## src/hdl/xcd_pkg.sv

```systemverilog
`default_nettype none
package xcd_pkg;

  typedef enum logic [2:0] {
    PH_FILE  = 3'd0,
    PH_EXTRA = 3'd1,
    PH_CHDR  = 3'd2,
    PH_DATA  = 3'd3,
    PH_PAD   = 3'd4,
    PH_DONE  = 3'd5,
    PH_ERR   = 3'd6
  } phase_e;

  typedef enum logic [2:0] {
    KIND_HDR    = 3'd0,
    KIND_DATA   = 3'd1,
    KIND_SKIP   = 3'd2,
    KIND_DONE   = 3'd3,
    KIND_ERR    = 3'd4
  } kind_e;

  typedef enum logic [3:0] {
    F_NONE    = 4'd0,
    F_MAGIC   = 4'd1,
    F_SIZE    = 4'd2,
    F_PASS    = 4'd3,
    F_FHXOR   = 4'd4,
    F_CHXOR   = 4'd5,
    F_DCHECK  = 4'd6,
    F_TYPE    = 4'd7,
    F_STORED  = 4'd8,
    F_OVERRUN = 4'd9,
    F_RAWTOT  = 4'd10
  } fault_e;

  localparam logic [31:0] MAGIC_XPKF = 32'h5850_4B46;
  localparam logic [7:0]  CT_STORED  = 8'd0;
  localparam logic [7:0]  CT_PACKED  = 8'd1;
  localparam logic [7:0]  CT_END     = 8'd15;
  localparam logic [0:0]  REG_MAX_RAW    = 1'b0;
  localparam logic [0:0]  REG_MAX_PACKED = 1'b1;

  typedef struct packed {
    logic [2:0]  kind;
    logic [7:0]  payload_byte;
    logic [7:0]  chunk_kind;
    logic [31:0] chunk_raw_size;
    logic        last_in_chunk;
    logic        chunk_good;
    logic [31:0] method_code;
    logic [3:0]  fault;
  } result_t;

  typedef struct packed {
    logic [7:0] data_byte;
    logic       new_stream;
  } item_t;

endpackage
`default_nettype wire

```

## src/hdl/xcd_if.sv

```systemverilog
`default_nettype none
interface xcd_in_if;
  logic             valid;
  logic             ready;
  xcd_pkg::item_t   payload;
  modport source (output valid, output payload, input ready);
  modport sink (input valid, input payload, output ready);
endinterface

interface xcd_out_if;
  logic             valid;
  logic             ready;
  xcd_pkg::result_t payload;
  modport source (output valid, output payload, input ready);
  modport sink (input valid, input payload, output ready);
endinterface

interface xcd_cfg_if;
  logic        valid;
  logic        ready;
  logic        index;
  logic [31:0] data;
  modport source (output valid, output index, output data, input ready);
  modport sink (input valid, input index, input data, output ready);
endinterface
`default_nettype wire

```

## src/hdl/xcd_parser.sv

```systemverilog
`default_nettype none
module xcd_parser (
  input  wire logic             clk_i,
  input  wire logic             rst_ni,
  input  wire logic             step_i,
  input  wire xcd_pkg::item_t   item_i,
  input  wire logic [31:0]      max_raw_i,
  input  wire logic [31:0]      max_packed_i,
  output xcd_pkg::result_t      res_o
);

  xcd_pkg::phase_e phase_q, phase_d;
  logic [31:0] off_q, off_d, shift_q, shift_d;
  logic [7:0]  hx_q, hx_d, lx0_q, lx0_d, lx1_q, lx1_d;
  logic [15:0] chk_q, chk_d, extra_q, extra_d;
  logic [31:0] tp_q, tp_d, tr_q, tr_d, rs_q, rs_d, cp_q, cp_d, cr_q, cr_d;
  logic [31:0] left_q, left_d, meth_q, meth_d;
  logic [7:0]  ct_q, ct_d;
  logic        long_q, long_d;

  always_comb begin
    xcd_pkg::phase_e ph;
    logic [31:0] off, shv, idx, lft, pad32;
    logic [7:0]  b, t, hxv, l0, l1;
    logic [3:0]  f;
    logic [2:0]  kind;
    logic [7:0]  pb;
    logic        last, good, lng, endhdr, aftp, finc;
    logic [32:0] fend, rsum;
    logic [1:0]  pad;
    b = item_i.data_byte;
    phase_d = phase_q; off_d = off_q; shift_d = shift_q; hx_d = hx_q;
    lx0_d = lx0_q; lx1_d = lx1_q; chk_d = chk_q; tp_d = tp_q; tr_d = tr_q;
    rs_d = rs_q; cp_d = cp_q; cr_d = cr_q; ct_d = ct_q; left_d = left_q;
    long_d = long_q; extra_d = extra_q; meth_d = meth_q;
    if (item_i.new_stream) begin
      phase_d = xcd_pkg::PH_FILE; off_d = '0; shift_d = '0; hx_d = '0;
      lx0_d = '0; lx1_d = '0; chk_d = '0; tp_d = '0; tr_d = '0; rs_d = '0;
      cp_d = '0; cr_d = '0; ct_d = '0; left_d = '0; long_d = 1'b0;
      extra_d = '0; meth_d = '0;
    end
    ph = phase_d; off = off_d;
    kind = xcd_pkg::KIND_HDR; f = xcd_pkg::F_NONE; pb = '0; last = 1'b0;
    good = 1'b0; endhdr = 1'b0; aftp = 1'b0; finc = 1'b0;
    fend = {1'b0, tp_d} + 33'd8;
    shv = {shift_d[23:0], b};
    hxv = hx_d ^ b;
    lng = long_d;
    idx = '0; lft = left_d - 32'd1;
    l0 = lx0_d; l1 = lx1_d;
    if ((ph == xcd_pkg::PH_EXTRA || ph == xcd_pkg::PH_CHDR || ph == xcd_pkg::PH_DATA
         || ph == xcd_pkg::PH_PAD) && {1'b0, off} >= fend) begin
      f = xcd_pkg::F_OVERRUN;
    end else begin
      case (ph)
        xcd_pkg::PH_FILE: begin
          hx_d = hxv; shift_d = shv;
          if (off == 32'd3) begin
            if (shv != xcd_pkg::MAGIC_XPKF) f = xcd_pkg::F_MAGIC;
          end else if (off == 32'd7) tp_d = shv;
          else if (off == 32'd11) meth_d = shv;
          else if (off == 32'd15) begin
            tr_d = shv;
            if (shv == '0 || tp_d == '0 || shv > max_raw_i || tp_d > max_packed_i)
              f = xcd_pkg::F_SIZE;
          end else if (off == 32'd32) begin
            chk_d = {8'd0, b}; long_d = b[0];
            if (b[1]) f = xcd_pkg::F_PASS;
          end else if (off == 32'd35) begin
            if (hxv != '0) f = xcd_pkg::F_FHXOR;
            else if (!chk_d[2]) begin
              phase_d = xcd_pkg::PH_CHDR; left_d = lng ? 32'd12 : 32'd8;
              hx_d = '0; shift_d = '0;
            end
          end else if (off == 32'd37) begin
            extra_d = shv[15:0];
            if (shv[15:0] != '0) begin
              phase_d = xcd_pkg::PH_EXTRA; left_d = {16'd0, shv[15:0]};
            end else begin
              phase_d = xcd_pkg::PH_CHDR; left_d = lng ? 32'd12 : 32'd8;
              hx_d = '0; shift_d = '0;
            end
          end
        end
        xcd_pkg::PH_EXTRA: begin
          kind = xcd_pkg::KIND_SKIP; left_d = lft;
          if (lft == '0) begin
            phase_d = xcd_pkg::PH_CHDR; left_d = lng ? 32'd12 : 32'd8;
            hx_d = '0; shift_d = '0;
          end
        end
        xcd_pkg::PH_CHDR: begin
          idx = (lng ? 32'd12 : 32'd8) - left_d;
          hx_d = hxv; shift_d = shv;
          if (idx == 32'd0) ct_d = b;
          else if (idx == 32'd3) chk_d = shv[15:0];
          if (lng) begin
            if (idx == 32'd7) cp_d = shv;
            else if (idx == 32'd11) cr_d = shv;
          end else begin
            if (idx == 32'd5) cp_d = {16'd0, shv[15:0]};
            else if (idx == 32'd7) cr_d = {16'd0, shv[15:0]};
          end
          left_d = lft;
          endhdr = (lft == '0);
        end
        xcd_pkg::PH_DATA: begin
          idx = cp_d - left_d;
          if (idx[0]) l1 = lx1_d ^ b; else l0 = lx0_d ^ b;
          lx0_d = l0; lx1_d = l1;
          left_d = lft; kind = xcd_pkg::KIND_DATA; pb = b;
          if (lft == '0) begin
            last = 1'b1;
            if (l0 == chk_d[15:8] && l1 == chk_d[7:0]) begin
              good = 1'b1; aftp = 1'b1;
            end else f = xcd_pkg::F_DCHECK;
          end
        end
        xcd_pkg::PH_PAD: begin
          kind = xcd_pkg::KIND_SKIP; left_d = lft;
          finc = (lft == '0);
        end
        xcd_pkg::PH_DONE: kind = xcd_pkg::KIND_DONE;
        default: begin
          kind = xcd_pkg::KIND_ERR; f = shift_d[3:0];
        end
      endcase
    end
    t = ct_d;
    rsum = {1'b0, rs_d} + {1'b0, cr_d};
    if (endhdr) begin
      if (hx_d != '0) f = xcd_pkg::F_CHXOR;
      else if (t != xcd_pkg::CT_STORED && t != xcd_pkg::CT_PACKED && t != xcd_pkg::CT_END)
        f = xcd_pkg::F_TYPE;
      else if (t == xcd_pkg::CT_STORED && cr_d != '0 && cr_d != cp_d) f = xcd_pkg::F_STORED;
      else if (rsum > {1'b0, tr_d}) f = xcd_pkg::F_OVERRUN;
      else begin
        rs_d = rsum[31:0]; lx0_d = '0; lx1_d = '0;
        if (cp_d != '0) begin
          phase_d = xcd_pkg::PH_DATA; left_d = cp_d;
        end else aftp = 1'b1;
      end
    end
    pad32 = 32'd0 - cp_d;
    pad = pad32[1:0];
    if (aftp) begin
      if (pad != 2'd0) begin
        phase_d = xcd_pkg::PH_PAD; left_d = {30'd0, pad};
      end else finc = 1'b1;
    end
    if (finc) begin
      if (ct_d == xcd_pkg::CT_END) begin
        if (rs_d != tr_d) f = xcd_pkg::F_RAWTOT;
        else phase_d = xcd_pkg::PH_DONE;
      end else begin
        phase_d = xcd_pkg::PH_CHDR; left_d = lng ? 32'd12 : 32'd8;
        hx_d = '0; shift_d = '0;
      end
    end
    if (f != xcd_pkg::F_NONE) begin
      phase_d = xcd_pkg::PH_ERR; shift_d = {28'd0, f};
      kind = xcd_pkg::KIND_ERR; pb = '0; last = 1'b0; good = 1'b0;
    end
    off_d = off + 32'd1;
    res_o.kind = kind; res_o.payload_byte = pb; res_o.chunk_kind = ct_d;
    res_o.chunk_raw_size = cr_d; res_o.last_in_chunk = last; res_o.chunk_good = good;
    res_o.method_code = meth_d; res_o.fault = f;
  end

  always_ff @(posedge clk_i or negedge rst_ni) begin
    if (!rst_ni) begin
      phase_q <= xcd_pkg::PH_FILE; off_q <= '0; shift_q <= '0; hx_q <= '0;
      lx0_q <= '0; lx1_q <= '0; chk_q <= '0; tp_q <= '0; tr_q <= '0; rs_q <= '0;
      cp_q <= '0; cr_q <= '0; ct_q <= '0; left_q <= '0; long_q <= 1'b0;
      extra_q <= '0; meth_q <= '0;
    end else if (step_i) begin
      phase_q <= phase_d; off_q <= off_d; shift_q <= shift_d; hx_q <= hx_d;
      lx0_q <= lx0_d; lx1_q <= lx1_d; chk_q <= chk_d; tp_q <= tp_d; tr_q <= tr_d;
      rs_q <= rs_d; cp_q <= cp_d; cr_q <= cr_d; ct_q <= ct_d; left_q <= left_d;
      long_q <= long_d; extra_q <= extra_d; meth_q <= meth_d;
    end
  end

endmodule
`default_nettype wire

```

## src/hdl/xpk_container_deframer.sv

```systemverilog
`default_nettype none
// Byte-serial container deframer: one request per file byte, one result per request.
// A byte is taken into an input register, parsed combinationally and the result held
// in an output register, so a new byte is accepted every cycle while the result side
// keeps up; throughput is then one byte per clock.
module xpk_container_deframer (
  input  wire logic clk_i,
  input  wire logic rst_ni,
  xcd_in_if.sink    in_i,
  xcd_out_if.source out_o,
  xcd_cfg_if.sink   cfg_i
);

  logic [31:0] max_raw_q, max_packed_q;
  logic        iv_q, ov_q, step;
  xcd_pkg::item_t   item_q;
  xcd_pkg::result_t res, res_q;

  assign cfg_i.ready = 1'b1;
  assign step        = iv_q && (!ov_q || out_o.ready);
  assign in_i.ready  = !iv_q || step;
  assign out_o.valid = ov_q;
  assign out_o.payload = res_q;

  always_ff @(posedge clk_i or negedge rst_ni) begin
    if (!rst_ni) begin
      max_raw_q <= 32'd16777216; max_packed_q <= 32'd16777216;
      iv_q <= 1'b0; ov_q <= 1'b0;
    end else begin
      if (cfg_i.valid) begin
        if (cfg_i.index == xcd_pkg::REG_MAX_RAW) max_raw_q <= cfg_i.data;
        else max_packed_q <= cfg_i.data;
      end
      if (in_i.ready) iv_q <= in_i.valid;
      if (step) ov_q <= 1'b1;
      else if (out_o.ready) ov_q <= 1'b0;
    end
  end

  always_ff @(posedge clk_i) begin
    if (in_i.valid && in_i.ready) item_q <= in_i.payload;
    if (step) res_q <= res;
  end

  xcd_parser u_parser (
    .clk_i(clk_i), .rst_ni(rst_ni), .step_i(step), .item_i(item_q),
    .max_raw_i(max_raw_q), .max_packed_i(max_packed_q), .res_o(res)
  );

endmodule
`default_nettype wire

```

## src/flat_wrapper.sv

```systemverilog
// flat-port wrapper written by rule: the top's interface ports become plain ports
module xpk_container_deframer_flat 
  (clk_i, rst_ni, in_i_valid, in_i_payload, in_i_ready, out_o_valid, out_o_payload, out_o_ready, cfg_i_valid, cfg_i_index, cfg_i_data, cfg_i_ready);
  xcd_in_if in_i_i ();
  xcd_out_if out_o_i ();
  xcd_cfg_if cfg_i_i ();
  input  wire logic clk_i;
  input  wire logic rst_ni;
  input wire logic [$bits(in_i_i.valid)-1:0] in_i_valid;
  input wire logic [$bits(in_i_i.payload)-1:0] in_i_payload;
  output wire logic [$bits(in_i_i.ready)-1:0] in_i_ready;
  output wire logic [$bits(out_o_i.valid)-1:0] out_o_valid;
  output wire logic [$bits(out_o_i.payload)-1:0] out_o_payload;
  input wire logic [$bits(out_o_i.ready)-1:0] out_o_ready;
  input wire logic [$bits(cfg_i_i.valid)-1:0] cfg_i_valid;
  input wire logic [$bits(cfg_i_i.index)-1:0] cfg_i_index;
  input wire logic [$bits(cfg_i_i.data)-1:0] cfg_i_data;
  output wire logic [$bits(cfg_i_i.ready)-1:0] cfg_i_ready;
  assign in_i_i.valid = in_i_valid;
  assign in_i_i.payload = in_i_payload;
  assign in_i_ready = in_i_i.ready;
  assign out_o_valid = out_o_i.valid;
  assign out_o_payload = out_o_i.payload;
  assign out_o_i.ready = out_o_ready;
  assign cfg_i_i.valid = cfg_i_valid;
  assign cfg_i_i.index = cfg_i_index;
  assign cfg_i_i.data = cfg_i_data;
  assign cfg_i_ready = cfg_i_i.ready;
  xpk_container_deframer u_core (.clk_i(clk_i), .rst_ni(rst_ni), .in_i(in_i_i), .out_o(out_o_i), .cfg_i(cfg_i_i));
endmodule
```

## config.mk

```make
export PLATFORM = sky130hd
export DESIGN_NAME = xpk_container_deframer_flat
export DESIGN_NICKNAME = d
export VERILOG_FILES = /design/src/hdl/xcd_pkg.sv /design/src/hdl/xcd_if.sv /design/src/hdl/xcd_parser.sv /design/src/hdl/xpk_container_deframer.sv /design/src/flat_wrapper.sv
export SDC_FILE = /design/constraint.sdc
export NUM_CORES = 2
export LEC_CHECK = 0
export BUFFER_PORTS_ARGS = -buffer_cell sky130_fd_sc_hd__clkbuf_2
export CORE_MARGIN = 2
export CORE_UTILIZATION = 59
export CTS_BUF_LIST = sky130_fd_sc_hd__clkbuf_2
export CTS_CLUSTER_DIAMETER = 150
export CTS_CLUSTER_SIZE = 40
export DETAILED_ROUTE_END_ITERATION = 12
export GPL_TIMING_DRIVEN = 0
export PLACE_DENSITY_LB_ADDON = 0.12
export SLEW_MARGIN = 20
export SYNTH_ARGS = -nofsm -noshare
export SYNTH_HDL_FRONTEND = slang
export SYNTH_HIERARCHICAL = 1
export SYNTH_SLANG_ARGS = --single-unit
```

## constraint.sdc

```tcl
create_clock -name clk_i -period 12.6 [get_ports clk_i]
set_input_delay 1.89 -clock clk_i [delete_from_list [all_inputs] [get_ports clk_i]]
set_output_delay 1.89 -clock clk_i [all_outputs]
set_load 0.05 [all_outputs]
```

[Word level (Yosys, flattened, before mapping)]
Index checks and enable logic that the tools add are counted.
Storage, ports and cells
  memories: 0
  word-level logic and storage cells: 322
  input port bits: 47
  register bits after elaboration: 504
  bits in read-only memories: 0
  bits in latches: 0
  memory bits (writable): 0
Cells by class
  $add $sub $neg: 7
  shift operators: 0
  bitwise operators: 5
  div/mod/pow operators: 0
  multipliers: 0
  reduce and logical (&&, ||, !) cells: 41
  order comparisons: 4
  muxes and demuxes: 210
  equal/unequal tests: 24
Operators with widths (number)
  $mux W32: 77
  $mux W8: 41
  $pmux W32 S3: 2
  $mux W16: 10
  $logic_not A32 Y1: 4
  $eq A32 B3 Y1 const B: 3
  $eq A32 B4 Y1 const B: 3
  $eq A32 B6 Y1 const B: 3
  $mux W3: 30
  $eq A32 B2 Y1 const B: 2
  $gt A32 B32 Y1: 2
  $ne A32 B32 Y1: 2
  $reduce_bool A32 Y1: 2
  $mux W4: 14
  $add A32 B32 Y33: 1
  $add A32 B4 Y33 const B: 1
  $ge A32 B33 Y1: 1
  $gt A33 B32 Y1: 1
  $add A32 B1 Y32 const B: 1
  $ne A32 B31 Y1 const B: 1
  $pmux W16 S2: 1
  $sub A32 B1 Y32 const B: 1
  $sub A4 B32 Y32: 1
  $mux W1: 28
  other kinds (29): 59

[Logic depth before layout (Yosys ltp)]
  depth after elaboration: 24
  gate-level depth with buffers: 67
  mapped depth without buffers: 50

[Hierarchy]
The synthesis kept the hierarchy.
By module, submodules not included
  xcd_parser: sequential area each 8308.0 sq um, instances 1, cells each 3779, area an instance 29593.4 sq um
  xpk_container_deframer: sequential area each 4596.9 sq um, instances 1, cells each 245, area an instance 5471.5 sq um

[Worst setup path before layout]
No wires, ideal clock.
  path kind: register -> register
  start: register u_core/item_q[0] (netlist bit)
  end: register u_core.u_parser.shift_q[10]
  library setup time: 67 ps
  cell stages (with the launch flop): 63
  required time: 12533 ps
  data arrival time: 13544 ps
  slack: -1012 ps
  buffers on the path: 21
  path through: edfxtp_1 buf_1 buf_2 buf_2 clkbuf_1 clkbuf_1 buf_1 clkbuf_1 buf_1 buf_1 clkbuf_1 clkbuf_1 clkbuf_1 clkbuf_1 buf_1 clkbuf_1 clkbuf_1 clkbuf_1 (+27 left out) nand4_1 nor2_1 nand2_1 nor2_1 nand2_1 a311oi_1 o21a_1 nand4_1 o22ai_2 mux2i_1 o311ai_0 or4_4 nor4b_4 a21o_4 and3_1 buf_4 buf_6 a32o_1
RTL lines
  start, declared: line xpk_container_deframer.sv:16  | xcd_pkg::item_t item_q;
  start signal, assigned: line xpk_container_deframer.sv:41  | if (in_i.valid && in_i.ready) item_q <= in_i.payload;
  end signal, assigned: line xcd_parser.sv:172  | phase_q <= xcd_pkg::PH_FILE; off_q <= '0; shift_q <= '0; hx_q <= '0;
  end signal, assigned: line xcd_parser.sv:177  | phase_q <= phase_d; off_q <= off_d; shift_q <= shift_d; hx_q <= hx_d;
  end, declared: line xcd_parser.sv:13  | logic [31:0] off_q, off_d, shift_q, shift_d;

==> summary.txt <==
Slowest cell delay on critical path - 660 ps
# IOs - 139
Fin crit share - 99.2%
Antenna violations before repair - 24
Req. time, crit path - 13910 ps
Worst Setup Start Kind - register
Avg WL per Cell - 30.7 um
Remaining DRCs - 0
Pwr Density - 145 nW/um2
Final nets - 4468
FP Rows - 89
FF-to-FF setup slack - 100 ps
Syn_area_per_cell - 8.71 um2
Max_cap viols - 0
Final setup TNS - 0 ps
Seq cells post-synth - 496
Die Area - 61400 um2
Post-DR vias/cell - 7.11
Largest area contributor in the netlist - dfrtp_1
Synth top area cells - dfrtp_1, edfxtp_1, ha_1
Achievable Freq - 80.0 MHz
Cells on worst reg2reg path - 57
Chip width - 248 um
Gr ovfl total - 0
Top_reg_cell synth - dfrtp_1
Slowest-stage cell, CP - edfxtp_1
WL final - 155000 um
Top-count cell post-synth - nand2_1
Seq/Total Area, Yosys - 36.8%
Tot GR Track Use - 49.9%
Syn Nets - 4242
Initial core utilization - 59.5%
Leak pwr - 16.8 nW
Global-route wire length before repair - 222000 um
Synthesized area - 35100 um2
WP data arrival - 13810 ps
FILL cells - 4999
Synth-to-Final Area Change - 12.0%
Cells after Synth - 4024
CP endpoint kind - register
Yosys warnings - 6
Peak supply drop - 216 uV
Die Ht - 248 um
Longest Clk Path Bufs - 3
Commonest cells in the netlist - nand2_1, dfrtp_1, nor2_1, a21oi_1, clkbuf_1
Clock Latency Late Sink - 1430 ps
Slew HR - 6.37%
Worst Path Buf+Inv - 19
Reg clk slew, reported paths - 810 ps
CP most frequent cell - clkbuf_16
Share of cells above drive strength 1 - 16.4%
Max FO, Critical Path - 19
Cell family with most CP delay - compound AO/OA/AOI/OAI gates
Setup Crit Path Kind - register to register
FFs w/ async S/R, synth - 80.2%
DRT Pass-1 Iters - 9
RD Place Congestion - 1.14
Final hold slack - 301 ps
DR iter-0 viols - 5911
Number of routed nets with antenna violations - 0
CTS tree - done
Final setup viols - 0
Htree depth - 1
Vias in the first global route - 32.9k
Worst min-delay path category - input pin to async pin
Top-area cell type share of the netlist area - 28.3%
Clk sinks - 496
Core Area - 58900 um2
Run status - completed
Cell variety after synth - 101
Slew Limit Fails - 0
Num CTS Buffers - 16
PortBufs - 137
Post-route minimum period - 12500 ps
Final hold violations - 0
Root Buffer - clkbuf_2
Critical path depth - 57
EDFF count, synth - 98
Via count - 35.9k
Worst-margin pin slew - 1400 ps
Largest net degree at the start of global routing - 90
Placed wire-length estimate - 115000 um
Cts hold-fix bufs - 0
Layout Skew - 210 ps
==> routing by layer <==
layer | vias up | share of wire (%) | GRT usage, % | routed length (um)
li1 | 15100 | - | - | -
met1 | 17100 | 36 | 64.3 | 55500
met2 | 2912 | 40 | 69.0 | 61700
met3 | 845 | 15 | 18.5 | 23600
met4 | 16 | 9.1 | 35.0 | 14000
met5 | - | 0.080 | 0 | 124
==> cell families after synthesis <==
family	Yosys count	synth area share [%]
AO/OA/AOI/OAI	1087	21.0
XOR/XNOR	204	5.13
AND/OR/NAND/NOR	1454	20.6
multiplexers	161	5.18
flip-flops	496	36.8
buffers and inverters	450	5.14
other	1	0.0107
adder cells (fa/ha/maj)	171	6.12
==> where the power goes <==
part | leakage (nW) | total, mW | switching (mW) | internal, mW
Combinational | 10.5 | 3.01 | 2.02 | 0.986
Sequential | 6.22 | 2.12 | 0.264 | 1.86
Clock | 0.118 | 0.565 | 0.506 | 0.0590
==> worst paths after layout <==
path                                         endpoint                    start
max                        u_core/u_parser/shift_q[9]         u_core/item_q[0]
min                        u_core/u_parser/left_q[18]                   rst_ni
max reg2reg                u_core/u_parser/shift_q[9]         u_core/item_q[0]
min reg2reg                   u_core/u_parser/rs_q[6]  u_core/u_parser/rs_q[6]
max in group asynchronous     u_core/max_packed_q[16]                   rst_ni
min in group clk_i            u_core/u_parser/rs_q[6]  u_core/u_parser/rs_q[6]
==> placed cells by master, fill, tap and decap left out, types with 30 or more instances in the layout <==
master	n
a22o_1	65
xnor2_1	121
buf_4	86
clkbuf_1	149
mux2_2	133
clkbuf_2	185
a22oi_1	55
o21ai_0	190
nand4_1	67
dfrtp_1	396
a21oi_1	253
nor3_1	66
edfxtp_1	98
nor2b_1	135
a31oi_1	52
a21o_1	51
nor2_1	301
ha_1	152
nand2_1	467
inv_1	171
nand3_1	85
o2bb2ai_1	65
xor2_1	69
nor4_1	56
nand2b_1	31
o21a_1	30
and3_1	43
==> through the flow <==
step	total power [mW]	setup WS, ps	utilization (%)	instance area (um2)	std cells
6_report	5.69	101	66.7	39300	5048
5_1_grt	5.85	-60.8	66.6	39200	5035
4_1_cts	5.41	0.549	65.6	38600	5000
3_5_place_dp	4.74	-9070	62.8	37000	4942
3_3_place_gp	4.71	-9560	62.4	36700	4934
2_1_floorplan	3.79	44.2	-	35100	4024
==> final cells by class <==
| type | count | area [um2] | area share [%] |
|---|---|---|---|
| well taps | 773 | 967 | 2.46 |
| multi-input cells | 3078 | 21400 | 54.5 |
| clock inverters | 2 | 27.5 | 0.0701 |
| repair buffers | 228 | 1530 | 3.88 |
| diodes | 15 | 37.5 | 0.0956 |
| plain buffers | 253 | 1600 | 4.06 |
| inverters | 177 | 668 | 1.70 |
| clock buffers | 26 | 130 | 0.331 |
| flip-flops and latches | 496 | 12900 | 32.9 |
==> flip-flops by register name, indices dropped and copies added, names as in the netlist, 3 cells and up <==
name	count
u_core/item_q	9
u_core/max_packed_q	32
u_core/max_raw_q	32
u_core/out_o.payload	89
u_core/u_parser/chk_q	16
u_core/u_parser/cp_q	32
u_core/u_parser/cr_q	32
u_core/u_parser/ct_q	8
u_core/u_parser/hx_q	8
u_core/u_parser/left_q	32
u_core/u_parser/lx0_q	8
u_core/u_parser/lx1_q	8
u_core/u_parser/meth_q	32
u_core/u_parser/off_q	32
u_core/u_parser/phase_q	3
u_core/u_parser/rs_q	32
u_core/u_parser/shift_q	24
u_core/u_parser/tp_q	32
u_core/u_parser/tr_q	32
==> repair_timing <==
| action | 4_1_cts | 5_1_grt |
|---|---|---|
| resized for setup | 262 | 105 |
| endpoints found under the setup margin | 382 | 127 |
| buffers inserted | 40 | 43 |
| pin swaps | 26 | 36 |
No activity file was read; power rests on OpenSTA's default activity.
